==> src/wdfc_pkg.sv <==
// Shared types, constants and the arctangent table for the wind direction pipeline.
package wdfc_pkg;

  localparam int COMP_WIDTH    = 16;
  localparam int VEC_W         = COMP_WIDTH + 11;
  localparam int ACC_W         = 26;
  localparam int FIN_W         = ACC_W + 1;
  localparam int DIR_W         = 16;
  localparam int TABLE_LEN     = 24;
  localparam int DEG_SCALE     = 65536;
  localparam int FULL_TURN_OUT = 46080;
  localparam int HALF_TURN_OUT = 23040;

  localparam logic signed [ACC_W-1:0] ACC_QUARTER = ACC_W'(90 * DEG_SCALE);
  localparam logic signed [FIN_W-1:0] ACC_OFFSET  = FIN_W'(360 * DEG_SCALE + 256);
  localparam logic [DIR_W:0]          TURN_OUT    = (DIR_W + 1)'(FULL_TURN_OUT);
  localparam logic [DIR_W-1:0]        HALF_OUT    = DIR_W'(HALF_TURN_OUT);

  typedef struct packed {
    logic signed [COMP_WIDTH-1:0] u_comp;
    logic signed [COMP_WIDTH-1:0] v_comp;
    logic                         u_missing;
    logic                         v_missing;
  } wdfc_req_t;

  typedef struct packed {
    logic [DIR_W-1:0] direction;
    logic             dir_missing;
  } wdfc_rsp_t;

  typedef struct packed {
    logic                    valid;
    logic                    miss;
    logic                    zero;
    logic signed [VEC_W-1:0] x;
    logic signed [VEC_W-1:0] y;
    logic signed [ACC_W-1:0] acc;
  } wdfc_stage_t;

  // atan(2^-i) in 1/65536 degree, rounded to nearest.
  function automatic logic signed [ACC_W-1:0] atan_step(input int i);
    logic signed [ACC_W-1:0] t;
    case (i)
      0:       t = ACC_W'(2949120);
      1:       t = ACC_W'(1740967);
      2:       t = ACC_W'(919879);
      3:       t = ACC_W'(466945);
      4:       t = ACC_W'(234379);
      5:       t = ACC_W'(117304);
      6:       t = ACC_W'(58666);
      7:       t = ACC_W'(29335);
      8:       t = ACC_W'(14668);
      9:       t = ACC_W'(7334);
      10:      t = ACC_W'(3667);
      11:      t = ACC_W'(1833);
      12:      t = ACC_W'(917);
      13:      t = ACC_W'(458);
      14:      t = ACC_W'(229);
      15:      t = ACC_W'(115);
      16:      t = ACC_W'(57);
      17:      t = ACC_W'(29);
      18:      t = ACC_W'(14);
      19:      t = ACC_W'(7);
      20:      t = ACC_W'(4);
      21:      t = ACC_W'(2);
      22:      t = ACC_W'(1);
      default: t = '0;
    endcase
    return t;
  endfunction

endpackage

==> src/wdfc_prerot.sv <==
// Input stage: scales the components, forms the working vector and folds it into the right half plane.
module wdfc_prerot
  import wdfc_pkg::*;
(
  input  logic        clk,
  input  logic        rst,
  input  logic        en,
  input  logic        req_valid,
  input  wdfc_req_t   req,
  output wdfc_stage_t stage
);

  wdfc_stage_t stage_next;

  always_comb begin
    logic signed [VEC_W-1:0] ue;
    logic signed [VEC_W-1:0] ve;
    logic signed [VEC_W-1:0] xs;
    logic signed [VEC_W-1:0] ys;
    ue = {{(VEC_W-COMP_WIDTH){req.u_comp[COMP_WIDTH-1]}}, req.u_comp};
    ve = {{(VEC_W-COMP_WIDTH){req.v_comp[COMP_WIDTH-1]}}, req.v_comp};
    xs = -(ve <<< 8);
    ys = -(ue <<< 8);
    stage_next.valid = req_valid;
    stage_next.miss  = req.u_missing | req.v_missing;
    stage_next.zero  = (req.u_comp == '0) && (req.v_comp == '0);
    if (xs < 0 && ys >= 0) begin
      stage_next.x   = ys;
      stage_next.y   = -xs;
      stage_next.acc = ACC_QUARTER;
    end else if (xs < 0) begin
      stage_next.x   = -ys;
      stage_next.y   = xs;
      stage_next.acc = -ACC_QUARTER;
    end else begin
      stage_next.x   = xs;
      stage_next.y   = ys;
      stage_next.acc = '0;
    end
  end

  always_ff @(posedge clk) begin
    if (rst) begin
      stage.valid <= 1'b0;
    end else if (en) begin
      stage <= stage_next;
    end
  end

`ifndef ASSERT_OFF
  // After folding, the vector always lies in the right half plane.
  a_right_half: assert property (@(posedge clk) disable iff (rst)
    stage.valid |-> !stage.x[VEC_W-1])
    else $error("prerotated vector has negative x");
`endif

endmodule

==> src/wdfc_cordic_stage.sv <==
// One registered vectoring rotation of the arctangent pipeline.
module wdfc_cordic_stage
  import wdfc_pkg::*;
#(
  parameter int STEP = 0
)
(
  input  logic        clk,
  input  logic        rst,
  input  logic        en,
  input  wdfc_stage_t prev,
  output wdfc_stage_t stage
);

  localparam logic signed [ACC_W-1:0] ANGLE = atan_step(STEP);

  wdfc_stage_t stage_next;

  always_comb begin
    logic signed [VEC_W-1:0] dx;
    logic signed [VEC_W-1:0] dy;
    dx = prev.y >>> STEP;
    dy = prev.x >>> STEP;
    stage_next = prev;
    if (prev.y > 0) begin
      stage_next.x   = prev.x + dx;
      stage_next.y   = prev.y - dy;
      stage_next.acc = prev.acc + ANGLE;
    end else begin
      stage_next.x   = prev.x - dx;
      stage_next.y   = prev.y + dy;
      stage_next.acc = prev.acc - ANGLE;
    end
  end

  always_ff @(posedge clk) begin
    if (rst) begin
      stage.valid <= 1'b0;
    end else if (en) begin
      stage <= stage_next;
    end
  end

`ifndef ASSERT_OFF
  // The x term never shrinks in vectoring mode, so it stays non-negative.
  a_x_grows: assert property (@(posedge clk) disable iff (rst)
    (en && prev.valid && !prev.x[VEC_W-1]) |=> (stage.x >= $past(prev.x)))
    else $error("vectoring step reduced x");
`endif

endmodule

==> src/wdfc_finish.sv <==
// Output stage: offsets and rounds the angle, wraps it into one turn and applies the special cases.
module wdfc_finish
  import wdfc_pkg::*;
(
  input  logic        clk,
  input  logic        rst,
  input  logic        en,
  input  wdfc_stage_t prev,
  output logic        rsp_valid,
  output wdfc_rsp_t   rsp
);

  wdfc_rsp_t rsp_next;

  always_comb begin
    logic signed [FIN_W-1:0] sum;
    logic [FIN_W-10:0]       q;
    sum = {prev.acc[ACC_W-1], prev.acc} + ACC_OFFSET;
    if (sum < 0) begin
      sum = '0;
    end
    q = sum[FIN_W-1:9];
    // The offset angle stays below two full turns, so one subtraction wraps it.
    if (q[DIR_W:0] >= TURN_OUT) begin
      q = q - (FIN_W-9)'(TURN_OUT);
    end
    if (prev.miss) begin
      rsp_next.direction   = '0;
      rsp_next.dir_missing = 1'b1;
    end else if (prev.zero) begin
      rsp_next.direction   = HALF_OUT;
      rsp_next.dir_missing = 1'b0;
    end else begin
      rsp_next.direction   = q[DIR_W-1:0];
      rsp_next.dir_missing = 1'b0;
    end
  end

  always_ff @(posedge clk) begin
    if (rst) begin
      rsp_valid <= 1'b0;
    end else if (en) begin
      rsp_valid <= prev.valid;
      rsp       <= rsp_next;
    end
  end

`ifndef ASSERT_OFF
  a_in_turn: assert property (@(posedge clk) disable iff (rst)
    rsp_valid |-> (rsp.direction < DIR_W'(FULL_TURN_OUT)))
    else $error("direction outside one turn");

  a_missing_zero: assert property (@(posedge clk) disable iff (rst)
    (rsp_valid && rsp.dir_missing) |-> (rsp.direction == '0))
    else $error("missing result carries a direction");
`endif

endmodule

==> src/wind_direction_from_components.sv <==
// An accepted request moves through the fold, rotation and result registers to its result.
// Throughput: one request per cycle unless stalled; one register per rotation sets the depth.
// A result-side stall while a result is valid holds every stage and stalls the request side.
// Reset is synchronous and clears the stage valid bits only; no clearing pass is needed.
// Pipeline: input fold stage, rotation stages, then the rounding and wrap stage.
module wind_direction_from_components
  import wdfc_pkg::*;
#(
  parameter int ANGLE_STEPS = 16
)
(
  input  logic      clk,
  input  logic      rst,
  input  logic      req_valid,
  output logic      req_stall,
  input  wdfc_req_t req,
  output logic      rsp_valid,
  input  logic      rsp_stall,
  output wdfc_rsp_t rsp
);

  localparam int N_ITER = (ANGLE_STEPS < TABLE_LEN) ? ANGLE_STEPS : TABLE_LEN;

  logic        en;
  wdfc_stage_t stg [N_ITER+1];

  assign en        = !(rsp_valid && rsp_stall);
  assign req_stall = !en;

  wdfc_prerot u_prerot (
    .clk       (clk),
    .rst       (rst),
    .en        (en),
    .req_valid (req_valid),
    .req       (req),
    .stage     (stg[0])
  );

  for (genvar k = 0; k < N_ITER; k++) begin : g_rot
    wdfc_cordic_stage #(.STEP(k)) u_rot (
      .clk   (clk),
      .rst   (rst),
      .en    (en),
      .prev  (stg[k]),
      .stage (stg[k+1])
    );
  end

  wdfc_finish u_finish (
    .clk       (clk),
    .rst       (rst),
    .en        (en),
    .prev      (stg[N_ITER]),
    .rsp_valid (rsp_valid),
    .rsp       (rsp)
  );

endmodule

==> config.mk <==
export PLATFORM = sky130hd
export DESIGN_NAME = wind_direction_from_components
export DESIGN_NICKNAME = d
export VERILOG_FILES = /design/src/wdfc_pkg.sv /design/src/wdfc_prerot.sv /design/src/wdfc_cordic_stage.sv /design/src/wdfc_finish.sv /design/src/wind_direction_from_components.sv
export SDC_FILE = /design/constraint.sdc
export NUM_CORES = 2
export LEC_CHECK = 0
export BUFFER_PORTS_ARGS = -buffer_cell sky130_fd_sc_hd__buf_2
export CORE_UTILIZATION = 55
export DETAILED_ROUTE_END_ITERATION = 8
export GPL_ROUTABILITY_DRIVEN = 0
export PLACE_DENSITY = 0.71
export SYNTH_ARGS = -nofsm -noshare
export SYNTH_HDL_FRONTEND = slang
export SYNTH_SLANG_ARGS = --single-unit
export TNS_END_PERCENT = 10
==> constraint.sdc <==
create_clock -name clk -period 73.2 [get_ports clk]
set_clock_uncertainty 0.05 [all_clocks]
set_input_delay 14.64 -clock clk [delete_from_list [all_inputs] [get_ports clk]]
set_output_delay 14.64 -clock clk [all_outputs]
set_load 0.05 [all_outputs]
# After elaboration in Yosys (flattened, before gate mapping)
# Cells that the tools add are included.
# word_totals
out_inout_bits	19
regBits	1348
inputBits	38
# op_classes
muxes	21
add_sub_neg	97
order_cmp	20
bitwise_logic	3
reduce_logical	7
# ops
operator	n
80-bit 2-to-1 mux	17
27-bit by 1-bit > comparator with 1-bit output, second input constant	16
27-bit by 13-bit adder with 27-bit output	2
27-bit by 14-bit adder with 27-bit output	2
27-bit by 15-bit adder with 27-bit output	2
27-bit by 16-bit adder with 27-bit output	2
27-bit by 17-bit adder with 27-bit output	2
27-bit by 18-bit adder with 27-bit output	2
27-bit by 19-bit adder with 27-bit output	2
27-bit by 20-bit adder with 27-bit output	2
27-bit by 21-bit adder with 27-bit output	2
27-bit by 22-bit adder with 27-bit output	2
27-bit by 23-bit adder with 27-bit output	2
27-bit by 24-bit adder with 27-bit output	2
27-bit by 25-bit adder with 27-bit output	2
27-bit by 26-bit adder with 27-bit output	2
27-bit by 1-bit < comparator with 1-bit output, second input constant	2
24-bit negation with 27-bit output	2
27-bit negation	2
27-bit by 13-bit subtractor with 27-bit output	2
27-bit by 14-bit subtractor with 27-bit output	2
27-bit by 15-bit subtractor with 27-bit output	2
27-bit by 16-bit subtractor with 27-bit output	2
27-bit by 17-bit subtractor with 27-bit output	2
55 further kinds	71

# Longest topological paths before layout
# depth
word_depth	6
mapped_depth	25

# Cells and area by module
# From an unflattened synthesis, not the netlist that was laid out.
# hier_totals
hier_cells	12896
hier_area_um2	121531.6
# by_module_without_submodules
module	cells_per_inst	n_inst	area_per_inst_um2	seq_area_each_um2
wdfc_cordic_stage (g_rot[3].u_rot)	819	1	7587.3	2482.4
wdfc_cordic_stage (g_rot[6].u_rot)	809	1	7497.2	2482.4
wdfc_cordic_stage (g_rot[8].u_rot)	795	1	7415.9	2482.4
wdfc_cordic_stage (g_rot[11].u_rot)	784	1	7404.6	2482.4
wdfc_cordic_stage (g_rot[14].u_rot)	790	1	7339.5	2482.4
wdfc_cordic_stage (g_rot[1].u_rot)	752	1	7315.8	2482.4
wdfc_cordic_stage (g_rot[13].u_rot)	771	1	7310.8	2482.4
wdfc_cordic_stage (g_rot[10].u_rot)	779	1	7297.0	2482.4
wdfc_cordic_stage (g_rot[7].u_rot)	772	1	7258.2	2482.4
wdfc_cordic_stage (g_rot[15].u_rot)	755	1	7254.5	2482.4
wdfc_cordic_stage (g_rot[2].u_rot)	761	1	7233.2	2482.4
wdfc_cordic_stage (g_rot[4].u_rot)	760	1	7229.4	2482.4
wdfc_cordic_stage (g_rot[9].u_rot)	763	1	7210.7	2482.4
wdfc_cordic_stage (g_rot[0].u_rot)	793	1	7125.6	2452.4
+5 rows	-	-	-	-

# Worst setup path before layout
# Ideal clock, no wire load.
# synth_timing
path_type	input to register
from	input port rsp_stall
to	register g_rot[0].u_rot.stage[17] (netlist bit), enable pin
stages	4
setup_time_ps	2744
required_ps	70406
path_buffers	1
arrival_time_ps	64160
slack_ps	6246
cell_sequence	nand2_1 -> inv_1 -> clkbuf_1 -> nor2_1
# synth_via
elab_chain_len	3
# synth_rtl
element	line	rtl
from (decl)	wind_direction_from_components.sv:18	input logic rsp_stall,
1-bit logical AND	wind_direction_from_components.sv:27	assign en = !(rsp_valid && rsp_stall);
net req_stall	wind_direction_from_components.sv:15	output logic req_stall,
1-bit NOT (no source line)	-	
2-bit AND reduction (no source line)	-	
to (signal assigned)	wdfc_cordic_stage.sv:40	stage <= stage_next;
to (decl)	wdfc_cordic_stage.sv:12	output wdfc_stage_t stage
# The timed path passes the listed nets, and every way through them passes these cells.
# A chain may end at the register's enable or synchronous reset.

# Worst setup path in the final report
# layout_timing
from	input port rsp_stall
to	output port req_stall
# layout_via
elab_chain_len	1
# layout_rtl
element	line
1-bit logical AND	wind_direction_from_components.sv:27
to (decl)	wind_direction_from_components.sv:15
# No other way between the ends.

==> run_results.csv <==
group,metric,value,unit
synth,synth_enable_flop_cells,1176,
clock_network,postCtsSetupBuffers,0,
die,ioPinCount,57,
clock_network,holdBufCountCts,0,
grt,grt_use_total,25.3,%
run,drv_cap,0,
sta,fin_crit,30.69,ns
critical_path,crit_path_max_fanout,20,
place,placed_area,98600,um2
clock_network,path_clk_slew,0.06,ns
worst_hold_path,min-delay-start,"g_rot[11].u_rot.stage[80]$_DFFE_PP_",
detailed_routing,ant_nets,0,
finish,final.fill_count,14200,
sta,rsz0062_at_grt,"false",
synth,ys_warn_count,0,
sta,hold_viol,0,
sta,relSlewSlack,18.5,%
synth,synth_area,95600,um2
critical_path,cp-start-kind,"primary input",
grt,overflow,0,
finish,syn_to_final_growth,7.83,%
finish,layout.cells.non_filler,12400,
critical_path,r2r_cells,20,
detailed_routing,via_count,75100,
place,placed_cells,12200,
clock_network,cts_buffers,139,
status,outcome,"complete, no violations",
detailed_routing,wl,228,mm
sta,worst_pin_slew,1.19,ns
die,die_h,419,um
detailed_routing,dr.first_iter.drc_count,6093,
clock_network,cts_tree,"built",
critical_path,crit_path_end_kind,"primary output",
detailed_routing,drtPass1Iterations,6,
critical_path,worstReg2RegStart,"g_rot[12].u_rot.stage[49]$_DFFE_PP_",
die,start_util,55.6,%
critical_path,crit_type,"in -> out",
clock_network,cts.path.max_buffers,3,
synth,synth-async-reset-ratio,0,%
worst_hold_path,min_path_cells,0,
sta,drv_slew,0,
critical_path,reg2reg_to,"g_rot[13].u_rot.stage[52]$_DFFE_PP_",
critical_path,arrival,16.00,ns
clock_network,htree_levels,4,
finish,drive_gt1_share,4.48,%
synth,synth-seq-cells,1194,
grt,grt_start_max_net_pins,159,
detailed_routing,vias_per_cell,6.04,
critical_path,cp_data_required_time,58.51,ns
finish,antenna_cells,0,
finish,nets,11200,
detailed_routing,drc,0,
place,dpl.hpwl,178,mm
synth,seq_area_frac_synth,37.3,%
sta,setup_tns,0,ns
grt,grt_pass1_vias,71200,
synth,synth_ff_type,"edfxtp_1",
clock_network,clkLatencyLatePin,0.78,ns
synth,yosysTopAreaCell,"edfxtp_1",
synth,ys_top_cells_by_area,"edfxtp_1 37%, ha_1 14%, xnor2_1 9.0%",
finish,finalInstanceArea,103000,um2
clock_network,cts.repair.resized,0,
critical_path,rrSetupSlack,65.83,ns
sta,post-route-period-util,41.9,%
place,numPortBuffers,56,
grt,antenna_found_initial,1,
clock_network,cts_sinks,1194,
synth,synthDominantCellAreaShare,36.9,%
die,coreArea,172000,um2
detailed_routing,post_drt_wl_per_cell,18.4,um
sta,finalSetupViolations,0,
synth,ys_top_cells_by_count,"1176 x edfxtp_1, 1075 x ha_1, 981 x xnor2_1",
synth,yosysMostFrequentCell,"edfxtp_1",
synth,avgSynthCellArea,9.64,um2
sta,fmax,32.6,MHz
die,floorplan.rows,152,
critical_path,crit_path_start,"rsp_stall",
synth,syn_inst,9917,
die,design.die.area,176000,um2
die,die_w,419,um
worst_hold_path,hold_class,"reg -> reg",
clock_network,cts_root_buffer,"clkbuf_16",
grt,grt_first_pass_wirelength,363,mm
synth,synth_cell_type_count,97,
worst_hold_path,whs_endpoint,"g_rot[12].u_rot.stage[80]$_DFFE_PP_",
[placed cells by master (no fill, tap or decap), types with 131 or more instances in the layout]
cell type  Yosys  layout
nand2_1      684     684
o21bai_1     131     131
ha_1        1075    1075
edfxtp_1    1176    1176
o21ai_0      499     499
clkbuf_16      0     142
a21oi_1      841     837
a21o_1       286     286
nand3_1      213     213
nand2b_1     139     139
inv_1        420     420
xnor2_1      981     981
xor2_1       433     433
nor2_1       902     896
nor3_1       328     328
[worst max-delay path, stage by stage]
cell and delay [ns]:
buf_2 0.07, nand2_1 0.31, inv_1 0.60, buf_2 0.38
[cell families after synthesis]
kind of cell	count (synthesis)	synth area share, %
AND/OR/NAND/NOR	2967	14.9
AO/OA/AOI/OAI	2602	17.3
XOR/XNOR	1415	13.0
flip-flops	1194	37.3
adder cells (fa/ha/maj)	1108	14.8
buffers and inverters	587	2.32
multiplexers	43	0.478
other	1	0.00392
[area by class of cell]
class	count	area [um2]	area share, %
clock buffer	166	3640	3.53
clock inverter	88	857	0.831
inverter	434	1630	1.58
multi-input combinational	8137	57800	56.1
sequential	1194	35700	34.6
tap	2310	2890	2.80
timing repair buffer	98	621	0.602
[metrics by stage]
step	setup slack (ns)	hold WS (ns)	utilization (%)
2_1_floorplan	6.25	0.350	-
3_3_place_gp	42.54	0.354	57.3
3_5_place_dp	42.52	0.355	57.3
4_1_cts	42.52	0.365	59.9
5_1_grt	42.38	0.366	59.9
6_report	42.51	0.364	59.9
[flip-flops by register name, indices dropped and copies added, names as in the netlist]
register            count
g_rot.u_rot.stage    1132
u_prerot.stage         44
u_finish.rsp           17
u_finish.rsp_valid      1
[metal layers]
layer	vias to the layer above	track usage, %	wire, um	share of wire (%)
met4	0	10.6	9220	4.0
li1	36900	-	-	-
met3	532	3.68	12900	5.6
met1	35500	31.5	97100	43
met5	-	0	0	0
met2	2172	43.5	109000	48
[worst max-delay path by stage]
| stage | end | slack (ns) | depth (start not counted) |
|---|---|---|---|
| after floorplan | g_rot[0].u_rot.stage[17]$_DFFE_PP_ | 6.25 | 4 |
| after global placement | req_stall | 42.54 | 4 |
| after detailed placement | req_stall | 42.52 | 4 |
| after CTS | req_stall | 42.52 | 4 |
| after global routing | req_stall | 42.38 | 4 |
| final | req_stall | 42.51 | 4 |
Power is left out: the tool's default activity adds up to more than one toggle a clock period on the data nets, which glitch-free logic cannot reach.
